--- config.mk ---
export PLATFORM = sky130hd
export DESIGN_NAME = grid_zero_crossing_bracket
export DESIGN_NICKNAME = d
export VERILOG_FILES = /design/src/design/gzcb_pkg.sv /design/src/design/grid_zero_crossing_bracket.sv
export SDC_FILE = /design/constraint.sdc
export NUM_CORES = 2
export LEC_CHECK = 0
export BUFFER_PORTS_ARGS = -buffer_cell sky130_fd_sc_hd__buf_2
export CAP_MARGIN = 20
export CORE_ASPECT_RATIO = 0.5
export CORE_UTILIZATION = 25
export CTS_CLUSTER_DIAMETER = 120
export DETAILED_ROUTE_END_ITERATION = 8
export GPL_TIMING_DRIVEN = 1
export PLACE_DENSITY = 0.39
export REMOVE_ABC_BUFFERS = 1
export SYNTH_ARGS = -nofsm -noshare
export SYNTH_HDL_FRONTEND = slang
export SYNTH_SLANG_ARGS = --single-unit
--- constraint.sdc ---
create_clock -name clk -period 9.3 [get_ports clk]
set_input_delay 0.465 -clock clk [delete_from_list [all_inputs] [get_ports clk]]
set_output_delay 0.465 -clock clk [all_outputs]
set_load 0.05 [all_outputs]
--- src/design/gzcb_pkg.sv ---
// gzcb_pkg: shared constants, register codes and helper functions for the
// grid zero crossing bracket block; no dependencies
package gzcb_pkg;

    localparam int DataWidth  = 32;
    localparam int MaxPoints  = 1024;
    localparam int CountWidth = 11;
    localparam int ProdWidth  = 45;   // signed grid index times interval width
    localparam int DivSteps   = 44;   // magnitude bits of the product
    localparam int CntWidth   = 6;

    // register indexes
    localparam logic [2:0] RegPrecision  = 3'd0;
    localparam logic [2:0] RegRunLimit   = 3'd1;
    localparam logic [2:0] RegRangeStart = 3'd2;
    localparam logic [2:0] RegRangeEnd   = 3'd3;
    localparam logic [2:0] RegPointCount = 3'd4;

    // result kinds and finish codes
    localparam logic       KindRequest    = 1'b0;
    localparam logic       KindFinal      = 1'b1;
    localparam logic       OpStart        = 1'b0;
    localparam logic [1:0] StPrecision    = 2'd0;
    localparam logic [1:0] StEndsMet      = 2'd1;
    localparam logic [1:0] StRunsUsed     = 2'd2;
    localparam logic [1:0] StNoneFound    = 2'd3;

    function automatic logic [DataWidth-1:0] magnitude(input logic signed [DataWidth-1:0] v);
        magnitude = v[DataWidth-1] ? (~v + 1'b1) : v;
    endfunction

    // saturating multiply by ten of a 33 bit value
    function automatic logic [DataWidth-1:0] times_ten(input logic signed [DataWidth:0] v);
        logic signed [DataWidth:0] prod;
        prod = (v <<< 3) + (v <<< 1);
        if (v > 33'sd214748364)
            times_ten = 32'h7fff_ffff;
        else if (v < -33'sd214748364)
            times_ten = 32'h8000_0000;
        else
            times_ten = prod[DataWidth-1:0];
    endfunction

endpackage

--- src/design/grid_zero_crossing_bracket.sv ---
// grid_zero_crossing_bracket: top level of the root bracketing grid search
// depends on gzcb_pkg for constants, register codes and helper functions
//
// A start request loads the interval from range_start and range_end and the
// block asks for f at each of n+1 evenly spaced points (n is point_count
// clamped to 1..1024), one request result per point; each returned value
// request is folded into the nearest non-positive and non-negative samples.
// A run ends on a sign change or after the last point, then the interval is
// narrowed to the bracket or, if none, ordered, made to straddle zero and
// widened tenfold with saturation. The final result reports the sample closer
// to zero. Each grid point's request is computed as low + i*(high-low)/n,
// and the division by n runs one quotient bit per cycle on a shared
// restoring divider (44 steps) between a load state and the issue of the
// point request. A start request first passes through the set-up state.
// At the end of a run the narrowing, stop-test and set-up states come before
// the next run's first point request, and the final result is registered
// from the stop-test state after the narrowing state. Input is taken only
// while the block waits for a request and no result is pending.
module grid_zero_crossing_bracket
(
    input  logic        clk,
    input  logic        rst_n,
    // configuration port
    input  logic        psel,
    input  logic        penable,
    input  logic        pwrite,
    input  logic [4:0]  paddr,
    input  logic [31:0] pwdata,
    output logic [31:0] prdata,
    output logic        pready,
    // input requests
    input  logic        in_valid,
    output logic        in_ready,
    input  logic        operation,
    input  logic signed [31:0] function_value,
    // results
    output logic        out_valid,
    input  logic        out_ready,
    output logic        result_kind,
    output logic signed [31:0] sample_x,
    output logic signed [31:0] sample_f,
    output logic [1:0]  finish_status
);

    localparam int DW = gzcb_pkg::DataWidth;
    localparam int CW = gzcb_pkg::CountWidth;
    localparam int PW = gzcb_pkg::ProdWidth;
    localparam int QW = gzcb_pkg::DivSteps;

    // sequencer codes
    localparam logic [2:0] S_IDLE = 3'd0;  // no search active
    localparam logic [2:0] S_WAIT = 3'd1;  // waiting for a function value
    localparam logic [2:0] S_PREP = 3'd2;  // set up a new run
    localparam logic [2:0] S_LOAD = 3'd3;  // load divider
    localparam logic [2:0] S_DIV  = 3'd4;  // one quotient bit per cycle
    localparam logic [2:0] S_ER1  = 3'd5;  // narrow or widen the interval
    localparam logic [2:0] S_ER2  = 3'd6;  // stop tests

    // configuration registers
    logic [30:0]          prec_reg;
    logic [7:0]           run_limit_reg;
    logic signed [DW-1:0] range_start_reg;
    logic signed [DW-1:0] range_end_reg;
    logic [CW-1:0]        point_count_reg;

    logic cfg_wr;
    assign pready = 1'b1;
    assign cfg_wr = psel & penable & pwrite;

    always_ff @(posedge clk or negedge rst_n)
    begin
        if (!rst_n)
        begin
            prec_reg        <= 31'd66;
            run_limit_reg   <= 8'd10;
            range_start_reg <= -32'sd65536;
            range_end_reg   <= 32'sd65536;
            point_count_reg <= 11'd100;
        end
        else if (cfg_wr)
        begin
            case (paddr[4:2])
                gzcb_pkg::RegPrecision:  prec_reg        <= pwdata[30:0];
                gzcb_pkg::RegRunLimit:   run_limit_reg   <= pwdata[7:0];
                gzcb_pkg::RegRangeStart: range_start_reg <= pwdata;
                gzcb_pkg::RegRangeEnd:   range_end_reg   <= pwdata;
                gzcb_pkg::RegPointCount: point_count_reg <= pwdata[CW-1:0];
                default: ;
            endcase
        end
    end

    always_comb
    begin
        case (paddr[4:2])
            gzcb_pkg::RegPrecision:  prdata = {1'b0, prec_reg};
            gzcb_pkg::RegRunLimit:   prdata = {24'd0, run_limit_reg};
            gzcb_pkg::RegRangeStart: prdata = range_start_reg;
            gzcb_pkg::RegRangeEnd:   prdata = range_end_reg;
            gzcb_pkg::RegPointCount: prdata = {21'd0, point_count_reg};
            default:                 prdata = 32'd0;
        endcase
    end

    // effective step count, clamped to 1..max
    logic [CW-1:0] steps;
    always_comb
    begin
        if (point_count_reg == '0)
            steps = CW'(1);
        else if (point_count_reg > CW'(gzcb_pkg::MaxPoints))
            steps = CW'(gzcb_pkg::MaxPoints);
        else
            steps = point_count_reg;
    end

    // search state
    logic [2:0]           state_reg, state_next;
    logic signed [DW-1:0] low_reg, low_next;
    logic signed [DW-1:0] high_reg, high_next;
    logic [CW-1:0]        grid_reg, grid_next;
    logic [7:0]           run_reg, run_next;
    logic signed [DW-1:0] cur_x_reg, cur_x_next;
    logic signed [DW-1:0] prev_f_reg, prev_f_next;
    logic                 neg_found_reg, neg_found_next;
    logic signed [DW-1:0] neg_x_reg, neg_x_next, neg_f_reg, neg_f_next;
    logic                 pos_found_reg, pos_found_next;
    logic signed [DW-1:0] pos_x_reg, pos_x_next, pos_f_reg, pos_f_next;
    // running product grid index times interval width, and divider
    logic signed [DW:0]   diff_reg, diff_next;
    logic signed [PW-1:0] prod_reg, prod_next;
    logic [QW-1:0]        dvd_reg, dvd_next;
    logic [CW-1:0]        rem_reg, rem_next;
    logic [gzcb_pkg::CntWidth-1:0] cnt_reg, cnt_next;
    logic                 qneg_reg, qneg_next;
    // output register
    logic                 ov_reg, ov_next;
    logic                 kind_reg, kind_next;
    logic signed [DW-1:0] ox_reg, ox_next, of_reg, of_next;
    logic [1:0]           ost_reg, ost_next;

    assign in_ready      = ((state_reg == S_IDLE) || (state_reg == S_WAIT)) && !ov_reg;
    assign out_valid     = ov_reg;
    assign result_kind   = kind_reg;
    assign sample_x      = ox_reg;
    assign sample_f      = of_reg;
    assign finish_status = ost_reg;

    logic in_acc;
    assign in_acc = in_valid & in_ready;

    // divider step
    logic [CW:0]   rem_try;
    logic          q_bit;
    logic [CW:0]   rem_sub;
    assign rem_try = {rem_reg, dvd_reg[QW-1]};
    assign q_bit   = rem_try >= {1'b0, steps};
    assign rem_sub = rem_try - {1'b0, steps};

    logic [DW-1:0] quot_s;
    assign quot_s = qneg_reg ? (~dvd_reg[DW-1:0] + 1'b1) : dvd_reg[DW-1:0];

    // sample update for a returned value
    logic signed [DW-1:0] fx;
    logic neg_upd, pos_upd, crossed;
    assign fx      = function_value;
    assign neg_upd = (fx <= 0) && (!neg_found_reg || fx > neg_f_reg);
    assign pos_upd = (fx >= 0) && (!pos_found_reg || fx < pos_f_reg);
    assign crossed = (grid_reg != '0) &&
                     (((prev_f_reg > 0) && (fx <= 0)) || ((prev_f_reg < 0) && (fx >= 0)));

    // interval widening when no bracket was found
    logic signed [DW-1:0] ord_lo, ord_hi;
    logic signed [DW:0]   str_lo, str_hi;
    always_comb
    begin
        ord_lo = (low_reg > high_reg) ? high_reg : low_reg;
        ord_hi = (low_reg > high_reg) ? low_reg : high_reg;
        str_lo = (ord_lo > 0) ? -(DW+1)'(ord_lo) : (DW+1)'(ord_lo);
        str_hi = (ord_hi < 0) ? -(DW+1)'(ord_hi) : (DW+1)'(ord_hi);
    end

    // stop tests and final choice
    logic [DW-1:0] neg_mag, pos_mag;
    logic          prec_hit, pick_neg;
    assign neg_mag  = gzcb_pkg::magnitude(neg_f_reg);
    assign pos_mag  = gzcb_pkg::magnitude(pos_f_reg);
    assign prec_hit = (neg_found_reg && (neg_mag < {1'b0, prec_reg})) ||
                      (pos_found_reg && (pos_mag < {1'b0, prec_reg}));
    assign pick_neg = neg_found_reg && (!pos_found_reg || neg_mag < pos_mag);

    logic [7:0] run_inc;
    assign run_inc = run_reg + 8'd1;

    always_comb
    begin
        state_next     = state_reg;
        low_next       = low_reg;
        high_next      = high_reg;
        grid_next      = grid_reg;
        run_next       = run_reg;
        cur_x_next     = cur_x_reg;
        prev_f_next    = prev_f_reg;
        neg_found_next = neg_found_reg;
        neg_x_next     = neg_x_reg;
        neg_f_next     = neg_f_reg;
        pos_found_next = pos_found_reg;
        pos_x_next     = pos_x_reg;
        pos_f_next     = pos_f_reg;
        diff_next      = diff_reg;
        prod_next      = prod_reg;
        dvd_next       = dvd_reg;
        rem_next       = rem_reg;
        cnt_next       = cnt_reg;
        qneg_next      = qneg_reg;
        ov_next        = ov_reg && !out_ready;
        kind_next      = kind_reg;
        ox_next        = ox_reg;
        of_next        = of_reg;
        ost_next       = ost_reg;

        if (in_acc && operation == gzcb_pkg::OpStart)
        begin
            // start request, abandons any active search
            low_next       = range_start_reg;
            high_next      = range_end_reg;
            run_next       = 8'd0;
            neg_found_next = 1'b0;
            pos_found_next = 1'b0;
            neg_x_next     = '0;
            neg_f_next     = '0;
            pos_x_next     = '0;
            pos_f_next     = '0;
            if (run_limit_reg == 8'd0)
            begin
                ov_next    = 1'b1;
                kind_next  = gzcb_pkg::KindFinal;
                ox_next    = '0;
                of_next    = '0;
                ost_next   = gzcb_pkg::StNoneFound;
                state_next = S_IDLE;
            end
            else
                state_next = S_PREP;
        end
        else
        begin
            case (state_reg)
                S_IDLE: ;
                S_WAIT:
                begin
                    if (in_acc)
                    begin
                        if (neg_upd)
                        begin
                            neg_found_next = 1'b1;
                            neg_f_next     = fx;
                            neg_x_next     = cur_x_reg;
                        end
                        if (pos_upd)
                        begin
                            pos_found_next = 1'b1;
                            pos_f_next     = fx;
                            pos_x_next     = cur_x_reg;
                        end
                        prev_f_next = fx;
                        if (crossed || grid_reg >= steps)
                            state_next = S_ER1;
                        else
                        begin
                            grid_next  = grid_reg + CW'(1);
                            prod_next  = prod_reg + PW'(diff_reg);
                            state_next = S_LOAD;
                        end
                    end
                end
                S_PREP:
                begin
                    grid_next      = '0;
                    neg_found_next = 1'b0;
                    pos_found_next = 1'b0;
                    neg_x_next     = '0;
                    neg_f_next     = '0;
                    pos_x_next     = '0;
                    pos_f_next     = '0;
                    prev_f_next    = '0;
                    diff_next      = (DW+1)'(high_reg) - (DW+1)'(low_reg);
                    prod_next      = '0;
                    state_next     = S_LOAD;
                end
                S_LOAD:
                begin
                    qneg_next  = prod_reg[PW-1];
                    dvd_next   = prod_reg[PW-1] ? QW'(-prod_reg) : QW'(prod_reg);
                    rem_next   = '0;
                    cnt_next   = '0;
                    state_next = S_DIV;
                end
                S_DIV:
                begin
                    if (cnt_reg == gzcb_pkg::CntWidth'(QW))
                    begin
                        // quotient complete, issue the point request
                        cur_x_next = low_reg + quot_s;
                        ov_next    = 1'b1;
                        kind_next  = gzcb_pkg::KindRequest;
                        ox_next    = low_reg + quot_s;
                        of_next    = '0;
                        ost_next   = gzcb_pkg::StPrecision;
                        state_next = S_WAIT;
                    end
                    else
                    begin
                        rem_next = q_bit ? rem_sub[CW-1:0] : rem_try[CW-1:0];
                        dvd_next = {dvd_reg[QW-2:0], q_bit};
                        cnt_next = cnt_reg + 1'b1;
                    end
                end
                S_ER1:
                begin
                    if (neg_found_reg && pos_found_reg)
                    begin
                        low_next  = neg_x_reg;
                        high_next = pos_x_reg;
                    end
                    else
                    begin
                        low_next  = gzcb_pkg::times_ten(str_lo);
                        high_next = gzcb_pkg::times_ten(str_hi);
                    end
                    state_next = S_ER2;
                end
                S_ER2:
                begin
                    kind_next = gzcb_pkg::KindFinal;
                    ox_next   = pick_neg ? neg_x_reg : pos_x_reg;
                    of_next   = pick_neg ? neg_f_reg : pos_f_reg;
                    if (low_reg == high_reg)
                    begin
                        ov_next    = 1'b1;
                        ost_next   = gzcb_pkg::StEndsMet;
                        state_next = S_IDLE;
                    end
                    else if (prec_hit)
                    begin
                        ov_next    = 1'b1;
                        ost_next   = gzcb_pkg::StPrecision;
                        state_next = S_IDLE;
                    end
                    else if (run_inc >= run_limit_reg)
                    begin
                        run_next   = run_inc;
                        ov_next    = 1'b1;
                        ost_next   = gzcb_pkg::StRunsUsed;
                        state_next = S_IDLE;
                    end
                    else
                    begin
                        run_next   = run_inc;
                        state_next = S_PREP;
                    end
                end
                default: state_next = S_IDLE;
            endcase
        end
    end

    // control state
    always_ff @(posedge clk or negedge rst_n)
    begin
        if (!rst_n)
        begin
            state_reg     <= S_IDLE;
            ov_reg        <= 1'b0;
            neg_found_reg <= 1'b0;
            pos_found_reg <= 1'b0;
            grid_reg      <= '0;
            run_reg       <= '0;
            cnt_reg       <= '0;
        end
        else
        begin
            state_reg     <= state_next;
            ov_reg        <= ov_next;
            neg_found_reg <= neg_found_next;
            pos_found_reg <= pos_found_next;
            grid_reg      <= grid_next;
            run_reg       <= run_next;
            cnt_reg       <= cnt_next;
        end
    end

    // datapath
    always_ff @(posedge clk)
    begin
        low_reg    <= low_next;
        high_reg   <= high_next;
        cur_x_reg  <= cur_x_next;
        prev_f_reg <= prev_f_next;
        neg_x_reg  <= neg_x_next;
        neg_f_reg  <= neg_f_next;
        pos_x_reg  <= pos_x_next;
        pos_f_reg  <= pos_f_next;
        diff_reg   <= diff_next;
        prod_reg   <= prod_next;
        dvd_reg    <= dvd_next;
        rem_reg    <= rem_next;
        qneg_reg   <= qneg_next;
        kind_reg   <= kind_next;
        ox_reg     <= ox_next;
        of_reg     <= of_next;
        ost_reg    <= ost_next;
    end

endmodule
**After elaboration in Yosys (flattened, before gate mapping)**

Index checks and enable logic that the tools add are counted.

- Output and inout bits: 102
- Bits in registers: 602
- Bits of input ports: 77
- Logic and storage cells: 247

- Magnitude comparators: 20
- Add/subtract/negate cells: 15
- Equal/unequal tests: 26
- Reductions and logical operators: 53
- Bitwise logic cells: 8
- Multiplexer cells: 96

Operators by type and width:

| cell | count |
|---|---|
| 32-bit 2-to-1 mux | 31 |
| 32-bit one-hot mux with 2 select lines | 7 |
| 32-bit one-hot mux with 5 select lines | 1 |
| 32-bit by 1-bit adder with 32-bit output (second input constant) | 3 |
| 32-bit adder | 3 |
| 32-bit NOT | 3 |
| 45-bit 2-to-1 mux | 2 |
| 45-bit one-hot mux with 2 select lines | 1 |
| 44-bit 2-to-1 mux | 2 |
| 44-bit one-hot mux with 2 select lines | 1 |
| 33-bit by 29-bit > comparator with 1-bit output (second input constant) | 2 |
| 33-bit by 29-bit < comparator with 1-bit output (second input constant) | 2 |
| 11-bit 2-to-1 mux | 6 |
| 33-bit 2-to-1 mux | 2 |
| 32-bit negation with 33-bit output | 2 |
| 32-bit by 1-bit > comparator with 1-bit output (second input constant) | 2 |
| 32-bit > comparator | 2 |
| 32-bit by 1-bit < comparator with 1-bit output (second input constant) | 2 |
| 32-bit by 31-bit < comparator with 1-bit output | 2 |
| 32-bit < comparator | 2 |
| 45-bit by 33-bit adder with 45-bit output | 1 |
| 44-bit negation | 1 |
| 11-bit one-hot mux with 2 select lines | 2 |
| 32-bit by 32-bit subtractor with 33-bit output | 1 |
| 43 further kinds | 135 |

**Depth between registers and ports, before layout**

- Word-level depth: 10
- Gate-level depth with buffers: 47
- Depth with buffers taken out: 35

**Worst setup path before layout**

No wires, ideal clock.

- Path type: register to register
- Start: register point_count_reg[10]
- End: register grid_reg[10]
- Cell stages (with the launch flop): 21
- Data required time: 9,168 ps
- Data arrival time: 9,576 ps
- Path buffers: 1
- Setup time: 132 ps
- Setup slack: -409 ps
- Cells stage by stage: dfrtp_1 > inv_1 > clkbuf_1 > nand2_1 > ha_1 > nor2b_1 > o21a_1 > o21a_1 > o21ai_0 > nand2b_1 > a21oi_1 > nor2b_1 > o21ai_0 > nand2b_1 > a21oi_1 > o2111ai_1 > a2111oi_1 > nand2_1 > or4_1 > xor2_1 > nor2_1

- Word-level cells in the longest chain between the ends: 7
- Elaborated cells between the ends (all ways): 8

RTL lines:

| element | line | text |
|---|---|---|
| from (decl) | grid_zero_crossing_bracket.sv:64 | `logic [CW-1:0] point_count_reg;` |
| from (signal assigned) | grid_zero_crossing_bracket.sv:87 | `gzcb_pkg::RegPointCount: point_count_reg <= pwdata[CW-1:0];` |
| 11-bit > comparator | grid_zero_crossing_bracket.sv:111 | `else if (point_count_reg > CW'(gzcb_pkg::MaxPoints))` |
| 11-bit 2-to-1 mux | grid_zero_crossing_bracket.sv:111 |  |
| 11-bit 2-to-1 mux * | grid_zero_crossing_bracket.sv:109 | `if (point_count_reg == '0)` |
| 11-bit >= comparator * | grid_zero_crossing_bracket.sv:267 | `if (crossed \|\| grid_reg >= steps)` |
| 1-bit logical OR * | grid_zero_crossing_bracket.sv:267 |  |
| 2-bit inequality test (no line) * | - |  |
| 4-bit AND reduction (no line) * | - |  |
| to (signal assigned) | grid_zero_crossing_bracket.sv:387 | `grid_reg <= grid_next;` |
| to (decl) | grid_zero_crossing_bracket.sv:121 | `logic [CW-1:0] grid_reg, grid_next;` |

Mark *: on every way between the ends. The rest lies on a longest branch, timed or not.
A chain may end at the register's enable or synchronous reset.

**Worst setup path after layout**

- Start: register low_reg[2]
- End: register low_reg[29], data pin

- Word-level cells in the longest chain between the ends: 10
- Elaborated cells between the ends (all ways): 13

RTL lines:

| element | line | text |
|---|---|---|
| from (decl) | grid_zero_crossing_bracket.sv:119 | `logic signed [DW-1:0] low_reg, low_next;` |
| from (signal assigned) | grid_zero_crossing_bracket.sv:396 | `low_reg <= low_next;` |
| 32-bit > comparator | grid_zero_crossing_bracket.sv:177 | `ord_lo = (low_reg > high_reg) ? high_reg : low_reg;` |
| 32-bit 2-to-1 mux * | grid_zero_crossing_bracket.sv:177 |  |
| 32-bit negation with 33-bit output / 32-bit by 1-bit > comparator with 1-bit output (equally long branches) | grid_zero_crossing_bracket.sv:179 | `str_lo = (ord_lo > 0) ? -(DW+1)'(ord_lo) : (DW+1)'(ord_lo);` |
| 33-bit 2-to-1 mux * | grid_zero_crossing_bracket.sv:179 |  |
| 32-bit adder / 33-bit by 29-bit < comparator with 1-bit output (equally long branches) | gzcb_pkg.sv:35, gzcb_pkg.sv:38 |  |
| 32-bit 2-to-1 mux | gzcb_pkg.sv:38 | `else if (v < -33'sd214748364)` |
| 32-bit 2-to-1 mux * | gzcb_pkg.sv:36 | `if (v > 33'sd214748364)` |
| 32-bit 2-to-1 mux * | grid_zero_crossing_bracket.sv:321 | `if (neg_found_reg && pos_found_reg)` |
| 32-bit 2-to-1 mux * | grid_zero_crossing_bracket.sv:248 | `case (state_reg)` |
| 32-bit 2-to-1 mux * | grid_zero_crossing_bracket.sv:222 | `if (in_acc && operation == gzcb_pkg::OpStart)` |
| net low_next[29] | grid_zero_crossing_bracket.sv:119 |  |

The timed path passes the listed nets; every way through them passes the cells marked *. The select of a mux whose other input is x is not followed.

==> impl_metrics.ini <==
[detailed_routing]
num_vias = 36530
viasPerCell = 5.040
routed_wl_mm = 165.1
remaining_drc_errors = 2
drt-initial-drc-count = 2742
wl_met2_mm = 71.60
wl_met1_mm = 82.37
wl_met3_mm = 8.055
ant_nets = 0
top_layer = met5
first_pass_iters = 7
wire_per_inst_um = 22.77

[critical_path]
crit_path_end_kind = register
cp-start-kind = register
reg2reg_to = low_reg[29]
critPathSlowestCell = edfxtp_1
reg2reg_slack_ns = 0.66
crit_type = reg2reg
crit_top_cell = ha_1
worst_path_largest_cell_delay_ns = 0.54
r2r_cells = 32
regToRegStartpoint = low_reg[2]
critPathRequiredTime_ns = 9.69
arrival_ns = 9.03
cp_max_fo = 8

[floorplanning]
rows = 108
fp.dieW_um = 593.6
core-area_sq_um = 173600
start_util = 0.2519
die_h_um = 297.8
ios = 179
die-area_sq_um = 176800

[global_routing]
grt_pass1_vias = 36010
gr-total-overflow = 0
grt_max_degree = 106
antenna_found_initial = 14
grt_pass1_wl_mm = 242.7
grt.total_usage = 0.1819

[sta]
relSlewSlack = 0.2687
post-route-period-util = 0.9289
setup_viol = 0
rsz0062_at_grt = false
max_freq_mhz = 115.8
worstMarginPinSlew_ns = 1.094
hold_viol = 0
fin_crit_ns = 8.639
slew_viol_final = 0
skew_ns = 0.02988

[hold_path]
min_to = out_valid
hold_depth = 2
hp-class = in2reg
min-delay-start = out_ready

[layout]
layout_commonest_cell = nor2_1
layout-drive-gt1-share = 0.1230
fill_cells = 18260
nets = 5315
area_growth_pct = 13.97
fin_cells = 7248
layout_common_cells = nor2_1 (479), nand2_1 (358), ha_1 (358)
largest_register_ffs = 45

[placement]
dp.cells = 7107
port_buffers = 175
gp_congestion = 0.8585
place.detailed.hpwl_mm = 126.8

[cts]
cts_buffers = 73
clk_latency_ns = 0.67
cts_tree = yes
cts_sinks = 602
cts_root_buffer = clkbuf_16
clkTransAtPathRegs_ns = 0.06
clk_path_buf_depth = 3
cts.htree.levels = 3

[outcome]
status = complete, but fails checks
failed_checks = design-rule violations

[synth]
mappedNetlistArea_sq_um = 43740
synth_area_leader_cell = edfxtp_1
ys_seq_area_frac = 0.3681
synth_top_cell_area_share = 0.2259
synth-main-ff-cell = edfxtp_1
async_flop_share = 0.2409
synth_warnings = 0
avgSynthCellArea_sq_um = 9.194
synthDistinctLibCells = 100
synthTopCellsByArea = edfxtp_1 (23%), ha_1 (10%), dfrtp_1 (6.9%), dfxtp_1 (5.9%), mux2i_1 (4.9%)
synth_edf_count = 329
synthCells = 4758
ys_seq_elements = 602

[run]
maxCapViolCount = 0
cell families after synthesis:
kind of cell / share of synthesized area
adders and majority gates: 0.1047
DFF: 0.3681
AOI/OAI and AO/OA: 0.1633
xor gates and xnor gates: 0.07646
muxes: 0.08332
and+or+nand+nor: 0.1614
other: 0.00008573
buffers and inverters: 0.04265
timing repair:
action	in CTS	in global routing
endpoints found under the setup margin	0	3
hold buffers	1	0
setup buffers	0	1
gates resized for setup	0	1
hold endpoints to repair	67	0
how the worst max path moves through the flow:
stage,start,to,slack [ns],depth (start not counted)
detailed placement,high_reg[3],low_reg[24],0.42,33
finish,low_reg[2],low_reg[29],0.66,32
global placement,high_reg[3],low_reg[24],0.47,33
global route,low_reg[2],high_reg[31],0.06,34
floorplan,out_valid,sample_x[27],-9.29,5
CTS,high_reg[3],low_reg[24],0.41,33
metrics by stage:
stage               setup TNS, ns  setup slack, ns  cell area (sq um)    util  hold WS [ns]
finish                          0           0.6611              49860  0.2871       0.05054
global route                    0          0.05853              49850  0.2871       0.03284
CTS                             0           0.4123              49810  0.2869      0.001268
detailed placement              0           0.4187              47360  0.2727        0.4850
global placement                0           0.4734              47360  0.2727        0.4758
floorplan                -1386.10           -9.294              42820       -        0.1694
area by class of cell:
cell class              count  area [sq um]  area share
flip-flops and latches    602         16100      0.3229
repair buffers            260          1564     0.03137
clock inverters            31         279.0    0.005597
well taps                2310          2890     0.05797
diodes                      3         7.507   0.0001506
multi-input cells        3688         25910      0.5197
inverters                 250         942.2     0.01890
clock buffers             104          2161     0.04334
critical path, delay by kind of cell, from the launching register on:
kind                     cells  cell delay, ns
AO/OA/AOI/OAI               16            4.72
XOR/XNOR                     2            0.30
adder cells (fa/ha/maj)      3            0.78
buffers and inverters        2            0.30
flip-flops                   1            0.54
AND/OR/NAND/NOR              9            1.69
synth_stat cells, drive strengths merged (121+ instances only):
cell type    n
a21oi      283
clkbuf     156
dfrtp      121
dfxtp      128
edfxtp     329
ha         358
inv        249
mux2       134
mux2i      213
nand2      364
nor2       486
o21ai      304
xnor2      242
xor2       139
metal layers:
layer / GRT usage / vias up
li1: - / 17480
met1: 0.2661 / 18110
met2: 0.2829 / 783
met3: 0.02668 / 157
met4: 0.03519 / 2
met5: 0 / -
Power is left out: the tool's default activity adds up to more than one toggle a clock period on the data nets, which glitch-free logic cannot reach.
